File: src/rtl/core/pmd_pkg.sv
package pmd_pkg;

  localparam int MAX_PACKET_BYTES_DEF = 2048;
  localparam int HEADER_BYTES         = 20;
  localparam int SEQ_FIRST_BYTE       = 10;
  localparam int COUNT_HI_BYTE        = 18;
  localparam int COUNT_LO_BYTE        = 19;

  localparam int BYTE_W   = 8;
  localparam int INDEX_W  = 16;
  localparam int OFFSET_W = 11;
  localparam int SIZE_W   = 16;
  localparam int SEQ_W    = 64;
  localparam int COUNT_W  = 16;
  localparam int VERD_W   = 2;
  localparam int TDATA_W  = 128;

  localparam logic [COUNT_W-1:0] MAX_COUNT_RESET = 16'd64;
  localparam logic [COUNT_W-1:0] COUNT_END       = 16'hFFFF;

  localparam logic KIND_DESC    = 1'b0;
  localparam logic KIND_VERDICT = 1'b1;

  localparam logic [VERD_W-1:0] VERD_DATA      = 2'd0;
  localparam logic [VERD_W-1:0] VERD_HEARTBEAT = 2'd1;
  localparam logic [VERD_W-1:0] VERD_END       = 2'd2;
  localparam logic [VERD_W-1:0] VERD_MALFORMED = 2'd3;

  typedef enum logic [4:0] {
    PH_HEADER  = 5'b00001,
    PH_LEN_HI  = 5'b00010,
    PH_LEN_LO  = 5'b00100,
    PH_PAYLOAD = 5'b01000,
    PH_DONE    = 5'b10000
  } phase_t;

  typedef struct packed {
    logic                kind;
    logic [INDEX_W-1:0]  msg_index;
    logic [OFFSET_W-1:0] msg_offset;
    logic [SIZE_W-1:0]   payload_len;
    logic [SEQ_W-1:0]    seq_number;
    logic [COUNT_W-1:0]  msg_count;
    logic [VERD_W-1:0]   verdict;
  } result_t;

endpackage

File: src/rtl/core/pmd_parse.sv
module pmd_parse import pmd_pkg::*; #(
  parameter int MAX_PACKET_BYTES = MAX_PACKET_BYTES_DEF
) (
  input  logic               clk,
  input  logic               rst,
  input  logic               step,
  input  logic [BYTE_W-1:0]  in_byte,
  input  logic               in_last,
  input  logic [COUNT_W-1:0] max_count,
  output logic               res_valid,
  output result_t            res
);

  localparam int POS_W = $clog2(MAX_PACKET_BYTES + 1);
  localparam int OFFW  = (POS_W + 1 > OFFSET_W) ? POS_W + 1 : OFFSET_W;
  localparam logic [POS_W-1:0] POS_MAX = POS_W'(MAX_PACKET_BYTES);

  logic [POS_W-1:0]   pos, pos_next;
  phase_t             phase, phase_next;
  logic [SEQ_W-1:0]   seq_shift, seq_next;
  logic [COUNT_W-1:0] count_reg, count_next;
  logic [INDEX_W-1:0] messages_seen, seen_next;
  logic [SIZE_W-1:0]  bytes_left, left_next;
  logic [BYTE_W-1:0]  length_high, high_next;
  logic               error_flag, err_next;

  logic [OFFW-1:0]    off_wide;
  logic [SIZE_W-1:0]  len_word;
  logic [INDEX_W-1:0] seen_inc;
  logic               have_desc;

  assign off_wide = OFFW'(pos) + OFFW'(1);
  assign len_word = {length_high, in_byte};
  assign seen_inc = messages_seen + INDEX_W'(1);

  always_comb begin
    pos_next   = pos;
    phase_next = phase;
    seq_next   = seq_shift;
    count_next = count_reg;
    seen_next  = messages_seen;
    left_next  = bytes_left;
    high_next  = length_high;
    err_next   = error_flag;
    have_desc  = 1'b0;

    if (pos < POS_MAX) begin
      pos_next = pos + POS_W'(1);
    end else begin
      err_next = 1'b1;
    end

    if (!err_next) begin
      case (phase)
        PH_HEADER: begin
          if (pos >= POS_W'(SEQ_FIRST_BYTE) && pos < POS_W'(COUNT_HI_BYTE)) begin
            seq_next = {seq_shift[SEQ_W-BYTE_W-1:0], in_byte};
          end else if (pos == POS_W'(COUNT_HI_BYTE)) begin
            count_next = {in_byte, {BYTE_W{1'b0}}};
          end else if (pos == POS_W'(COUNT_LO_BYTE)) begin
            count_next = count_reg | COUNT_W'(in_byte);
          end
          if (pos == POS_W'(HEADER_BYTES - 1)) begin
            if (count_next == '0 || count_next == COUNT_END) begin
              phase_next = PH_DONE;
            end else if (count_next > max_count) begin
              err_next = 1'b1;
            end else begin
              phase_next = PH_LEN_HI;
            end
          end
        end
        PH_LEN_HI: begin
          high_next  = in_byte;
          phase_next = PH_LEN_LO;
        end
        PH_LEN_LO: begin
          left_next = len_word;
          if (len_word == '0) begin
            err_next = 1'b1;
          end else begin
            have_desc  = 1'b1;
            phase_next = PH_PAYLOAD;
          end
        end
        PH_PAYLOAD: begin
          left_next = bytes_left - SIZE_W'(1);
          if (left_next == '0) begin
            seen_next  = seen_inc;
            phase_next = (seen_inc == count_reg) ? PH_DONE : PH_LEN_HI;
          end
        end
        default: begin
          err_next = 1'b1;
        end
      endcase
    end
  end

  // verdict on the last word takes priority over a descriptor in the same word
  always_comb begin
    res       = '0;
    res_valid = 1'b0;
    if (in_last) begin
      res_valid      = 1'b1;
      res.kind       = KIND_VERDICT;
      res.seq_number = seq_next;
      res.msg_count  = count_next;
      if (err_next || phase_next != PH_DONE) begin
        res.verdict = VERD_MALFORMED;
      end else if (count_next == '0) begin
        res.verdict = VERD_HEARTBEAT;
      end else if (count_next == COUNT_END) begin
        res.verdict = VERD_END;
      end else begin
        res.verdict = VERD_DATA;
      end
    end else if (have_desc) begin
      res_valid       = 1'b1;
      res.kind        = KIND_DESC;
      res.msg_index   = messages_seen;
      res.msg_offset  = off_wide[OFFSET_W-1:0];
      res.payload_len = len_word;
    end
  end

  always_ff @(posedge clk) begin
    if (rst || (step && in_last)) begin
      pos           <= '0;
      phase         <= PH_HEADER;
      seq_shift     <= '0;
      count_reg     <= '0;
      messages_seen <= '0;
      bytes_left    <= '0;
      length_high   <= '0;
      error_flag    <= 1'b0;
    end else if (step) begin
      pos           <= pos_next;
      phase         <= phase_next;
      seq_shift     <= seq_next;
      count_reg     <= count_next;
      messages_seen <= seen_next;
      bytes_left    <= left_next;
      length_high   <= high_next;
      error_flag    <= err_next;
    end
  end

  a_pos_bound: assert property (@(posedge clk) disable iff (rst)
    pos <= POS_MAX) else $error("byte position beyond packet limit");

  a_clear_after_last: assert property (@(posedge clk) disable iff (rst)
    step && in_last |=> pos == '0 && phase == PH_HEADER && !error_flag)
    else $error("packet state not cleared after last word");

  a_no_desc_after_err: assert property (@(posedge clk) disable iff (rst)
    error_flag && !in_last |-> !res_valid)
    else $error("result emitted after packet error");

  a_seen_bound: assert property (@(posedge clk) disable iff (rst)
    !error_flag |-> messages_seen <= count_reg)
    else $error("more messages seen than announced");

  a_desc_size: assert property (@(posedge clk) disable iff (rst)
    res_valid && res.kind == KIND_DESC |-> res.payload_len != '0)
    else $error("descriptor with zero size");

endmodule

File: src/rtl/core/packet_message_deframer.sv
// A word accepted on s_axis passes the input register, then the result register, to
// reach m_axis; words that cause no result give none.
// Throughput: one byte per cycle sustained while m_axis_tready stays high, set by the
// single-pass parse logic between the input and result registers.
// Reset (rst, synchronous): clears packet state and both stages; max_message_count
// returns to 64.
module packet_message_deframer import pmd_pkg::*; #(
  parameter int MAX_PACKET_BYTES = MAX_PACKET_BYTES_DEF
) (
  input  logic               clk,
  input  logic               rst,
  input  logic               s_axis_tvalid,
  output logic               s_axis_tready,
  input  logic [BYTE_W-1:0]  s_axis_tdata,  // [7:0] data_byte
  input  logic               s_axis_tlast,  // last_byte
  output logic               m_axis_tvalid,
  input  logic               m_axis_tready,
  // [15:0] msg_index, [26:16] msg_offset, [42:27] payload_len, [106:43] seq_number,
  // [122:107] msg_count, [124:123] verdict, [127:125] zero
  output logic [TDATA_W-1:0] m_axis_tdata,
  output logic               m_axis_tuser,  // [0] kind
  input  logic               cfg_valid,
  output logic               cfg_ready,
  input  logic [COUNT_W-1:0] cfg_data       // max_message_count
);

  logic               in_valid;
  logic [BYTE_W-1:0]  in_byte;
  logic               in_last;
  logic               out_valid;
  result_t            out_res;
  logic [COUNT_W-1:0] max_count;
  logic               step;
  logic               res_valid;
  result_t            res;

  // a word moves on whenever the result register is free or being drained
  assign step          = in_valid && (!out_valid || m_axis_tready);
  assign s_axis_tready = !in_valid || step;
  assign cfg_ready     = 1'b1;

  always_ff @(posedge clk) begin
    if (rst) begin
      max_count <= MAX_COUNT_RESET;
    end else if (cfg_valid) begin
      max_count <= cfg_data;
    end
  end

  always_ff @(posedge clk) begin
    if (rst) begin
      in_valid <= 1'b0;
    end else if (s_axis_tready) begin
      in_valid <= s_axis_tvalid;
    end
  end

  always_ff @(posedge clk) begin
    if (s_axis_tready && s_axis_tvalid) begin
      in_byte <= s_axis_tdata;
      in_last <= s_axis_tlast;
    end
  end

  pmd_parse #(
    .MAX_PACKET_BYTES(MAX_PACKET_BYTES)
  ) u_parse (
    .clk       (clk),
    .rst       (rst),
    .step      (step),
    .in_byte   (in_byte),
    .in_last   (in_last),
    .max_count (max_count),
    .res_valid (res_valid),
    .res       (res)
  );

  always_ff @(posedge clk) begin
    if (rst) begin
      out_valid <= 1'b0;
    end else if (!out_valid || m_axis_tready) begin
      out_valid <= step && res_valid;
    end
  end

  always_ff @(posedge clk) begin
    if (step && res_valid) begin
      out_res <= res;
    end
  end

  assign m_axis_tvalid = out_valid;
  assign m_axis_tuser  = out_res.kind;
  assign m_axis_tdata  = {3'b000, out_res.verdict, out_res.msg_count, out_res.seq_number,
                          out_res.payload_len, out_res.msg_offset, out_res.msg_index};

endmodule
File: config.mk
export PLATFORM = sky130hd
export DESIGN_NAME = packet_message_deframer
export DESIGN_NICKNAME = d
export VERILOG_FILES = /design/src/rtl/core/pmd_pkg.sv /design/src/rtl/core/pmd_parse.sv /design/src/rtl/core/packet_message_deframer.sv
export SDC_FILE = /design/constraint.sdc
export NUM_CORES = 1
export LEC_CHECK = 0
export BUFFER_PORTS_ARGS = -buffer_cell sky130_fd_sc_hd__buf_2
export CAP_MARGIN = 0
export CORE_UTILIZATION = 55
export DETAILED_ROUTE_END_ITERATION = 16
export HOLD_SLACK_MARGIN = 0.1
export PLACE_DENSITY = 0.76
export SLEW_MARGIN = 5
export SYNTH_ARGS = -nofsm -noshare
export SYNTH_HDL_FRONTEND = slang
export SYNTH_HIERARCHICAL = 1
export SYNTH_SLANG_ARGS = --single-unit
File: constraint.sdc
create_clock -name clk -period 15.06 [get_ports clk]
set_input_delay 3.012 -clock clk [delete_from_list [all_inputs] [get_ports clk]]
set_output_delay 3.012 -clock clk [all_outputs]
set_load 0.02 [all_outputs]
==> impl_metrics.tcl <==
set metrics [dict create \
    hold_end "u_parse/seq_shift[56]" \
    fmax_ghz 0.154 \
    tns_ns 0 \
    async_flop_share 0 \
    crit_buf_inv 2 \
    syn2layout_area_growth_pct 13.5 \
    switching_power_w 0.000368 \
    wire_per_inst_um 16.6 \
    cp_data_required_time_ns 12.05 \
    crit_family "buffers and inverters" \
    combPwrFrac 0.039 \
    final_cell_mix "nand2_1, a21oi_1, buf_2" \
    slowest_stage "nand3b_1" \
    io_buffers 157 \
    tightest_slew_ns 1.07 \
    initial_utilization 0.560 \
    wl_um 32300 \
    yosysWarnings 6 \
    htree_levels 1 \
    track_usage 0.248 \
    total_power_w 0.00166 \
    status "complete, no violations" \
    dieHeight_um 159 \
    numCtsBuffers 30 \
    yosysSeqAreaShare 0.527 \
    cts.clk_slew.worst_paths_ns 0.06 \
    ys_ff_latch 291 \
    synth.distinct_cells 72 \
    min_period_ns 6.48 \
    syn_area_sq_mm 0.0136 \
    grt_max_degree 92 \
    antenna_found_initial 0 \
    p_sw_frac 0.222 \
    crit_fanout 3 \
    num-nets-final 1648 \
    post-cts-setup-buffer-count 0 \
    clk_latency_ns 0.55 \
    drv_slew 0 \
    die-area_sq_mm 0.0254 \
    vdd_ir_drop_max_v 0.0000786 \
    drive_above_1_share 0.149 \
    setup.worst_path.class "in -> out" \
    rsz0062_at_grt "no" \
    cts_tree "built" \
    fin_hold_ws_ns 0.451 \
    synth_top_flop_cell "dfxtp_1" \
    critPathArrivalTime_ns 3.47 \
    route.vias.total 11200 \
    start_kind "input pin" \
    final_hold_viol_count 0 \
    final.period_utilization 0.430 \
    grt_pass1_vias 10100 \
    timing.reg2reg.setup_slack_ns 10.97 \
    largest_reg_flops 125 \
    worstHoldStart "u_parse/seq_shift[56]" \
    viasPerCell 5.75 \
    max_stage_delay_ns 0.18 \
    p_leak_nw 5.86 \
    clock_skew_ns 0.0101 \
    p_clk_frac 0.450 \
    endpoint_kind "primary output" \
    synth_edf_count 135 \
    syn_inst 1511 \
    dp_hpwl_um 20600 \
    drt.antenna.violating_nets 0 \
    synth.avg_cell_area_sq_um 9.01 \
    fillers 2036 \
    die_w_um 159 \
    clock_sinks 291 \
    drt_first_pass_iters 6 \
    n_antenna_cell 0 \
    preCtsSetupSlack_ns 8.58 \
    overflow 0 \
    core_area_sq_mm 0.0243 \
    drc 0 \
    finalSetupViolCount 0 \
    seq_power_share 0.510 \
    setup_ws_ns 8.58 \
    ioPinCount 162 \
    r2r_start "in_byte[6]" \
    post_cts_resized 0 \
    holdPathStages 2 \
    intPower_w 0.00129 \
    drt_iter0_drc 1144 \
    r2r_cells 10 \
    cts_buffer_depth 3 \
    hold_buffers 0 \
    slew_headroom 0.284 \
    r2r-end "m_axis_tdata[105]" \
    cp_cell_sequence "buf_2 -> nand3b_1 -> buf_2" \
    layout_commonest_cell "nand2_1" \
    cpMostUsedCell "buf_2" \
    maxCapViolCount 0 \
    clockRootBuffer "clkbuf_16" \
    powerDensity_mw_per_mm2 107 \
    fp-row-count 57 \
    hold_path.class "reg -> reg" \
    grt_first_pass_wirelength_um 51500 \
    place_congestion 0.908 \
]
[Yosys cell counts (all sizes together), types with 29 or more instances]
cell,number,area [sq um]
nand2,332,1250
buf,29,175
mux2i,40,400
inv,31,116
and2,38,238
dfxtp,156,3120
nor3,30,150
nor2,135,514
a21oi,192,965
o21ai,44,220
edfxtp,135,4050
clkbuf,86,323
[cells by family after synthesis]
logic type | share of synthesized area
buffers and inverters | 0.0451
XOR/XNOR | 0.0296
flip-flops | 0.527
multiplexers | 0.0294
AO/OA/AOI/OAI | 0.128
adder cells (fa/ha/maj) | 0.0184
AND/OR/NAND/NOR | 0.222
other | 0.000552
[how the worst max path moves through the flow]
stage / start / to / slack [ns] / cells after the start
finish: m_axis_tready / s_axis_tready / 8.58 / 3
global route: m_axis_tready / s_axis_tready / 8.55 / 3
CTS: m_axis_tready / s_axis_tready / 8.57 / 3
detailed placement: m_axis_tready / s_axis_tready / 8.58 / 3
global placement: m_axis_tready / s_axis_tready / 8.60 / 3
floorplan: m_axis_tready / m_axis_tdata[0] / 5.74 / 2
[area by class of cell]
cell class | count | area, sq um | area share
clock buffer | 35 | 801 | 0.0519
clock inverter | 21 | 211 | 0.0137
inverter | 31 | 116 | 0.00754
multi-input combinational | 1076 | 5860 | 0.380
sequential | 291 | 7180 | 0.465
tap | 324 | 405 | 0.0263
timing repair buffer | 168 | 868 | 0.0562
[per-layer routing]
metal,global-route usage,share of wire,vias to the layer above
li1,-,-,5388
met1,0.342,0.42,5277
met2,0.407,0.47,469
met3,0.0310,0.075,62
met4,0.0844,0.027,0
met5,0,0,-
[worst register-to-register path: cells and delay by family (launching register included)]
family	cells	cell delay [ns]
buf+inv	2	1.43
simple gates	8	1.56
flops	1	0.72
[through the flow]
stage	instance area (sq um)	cells	utilization
global route	15400	1946	0.635
global placement	14400	1890	0.593
finish	15400	1946	0.635
floorplan	13600	1513	-
CTS	15400	1946	0.635
detailed placement	14400	1890	0.593
[power by group through the flow]
stage,sequential (W),combinational [W],clock [W]
finish,0.000846,0.0000654,0.000747
global placement,0.000862,0.0000639,0
global route,0.000846,0.0000717,0.000793
CTS,0.000845,0.0000655,0.000759
detailed placement,0.000862,0.0000652,0
floorplan,0.000863,0.0000448,0
Note: power is estimated with default switching activity, not from simulation.
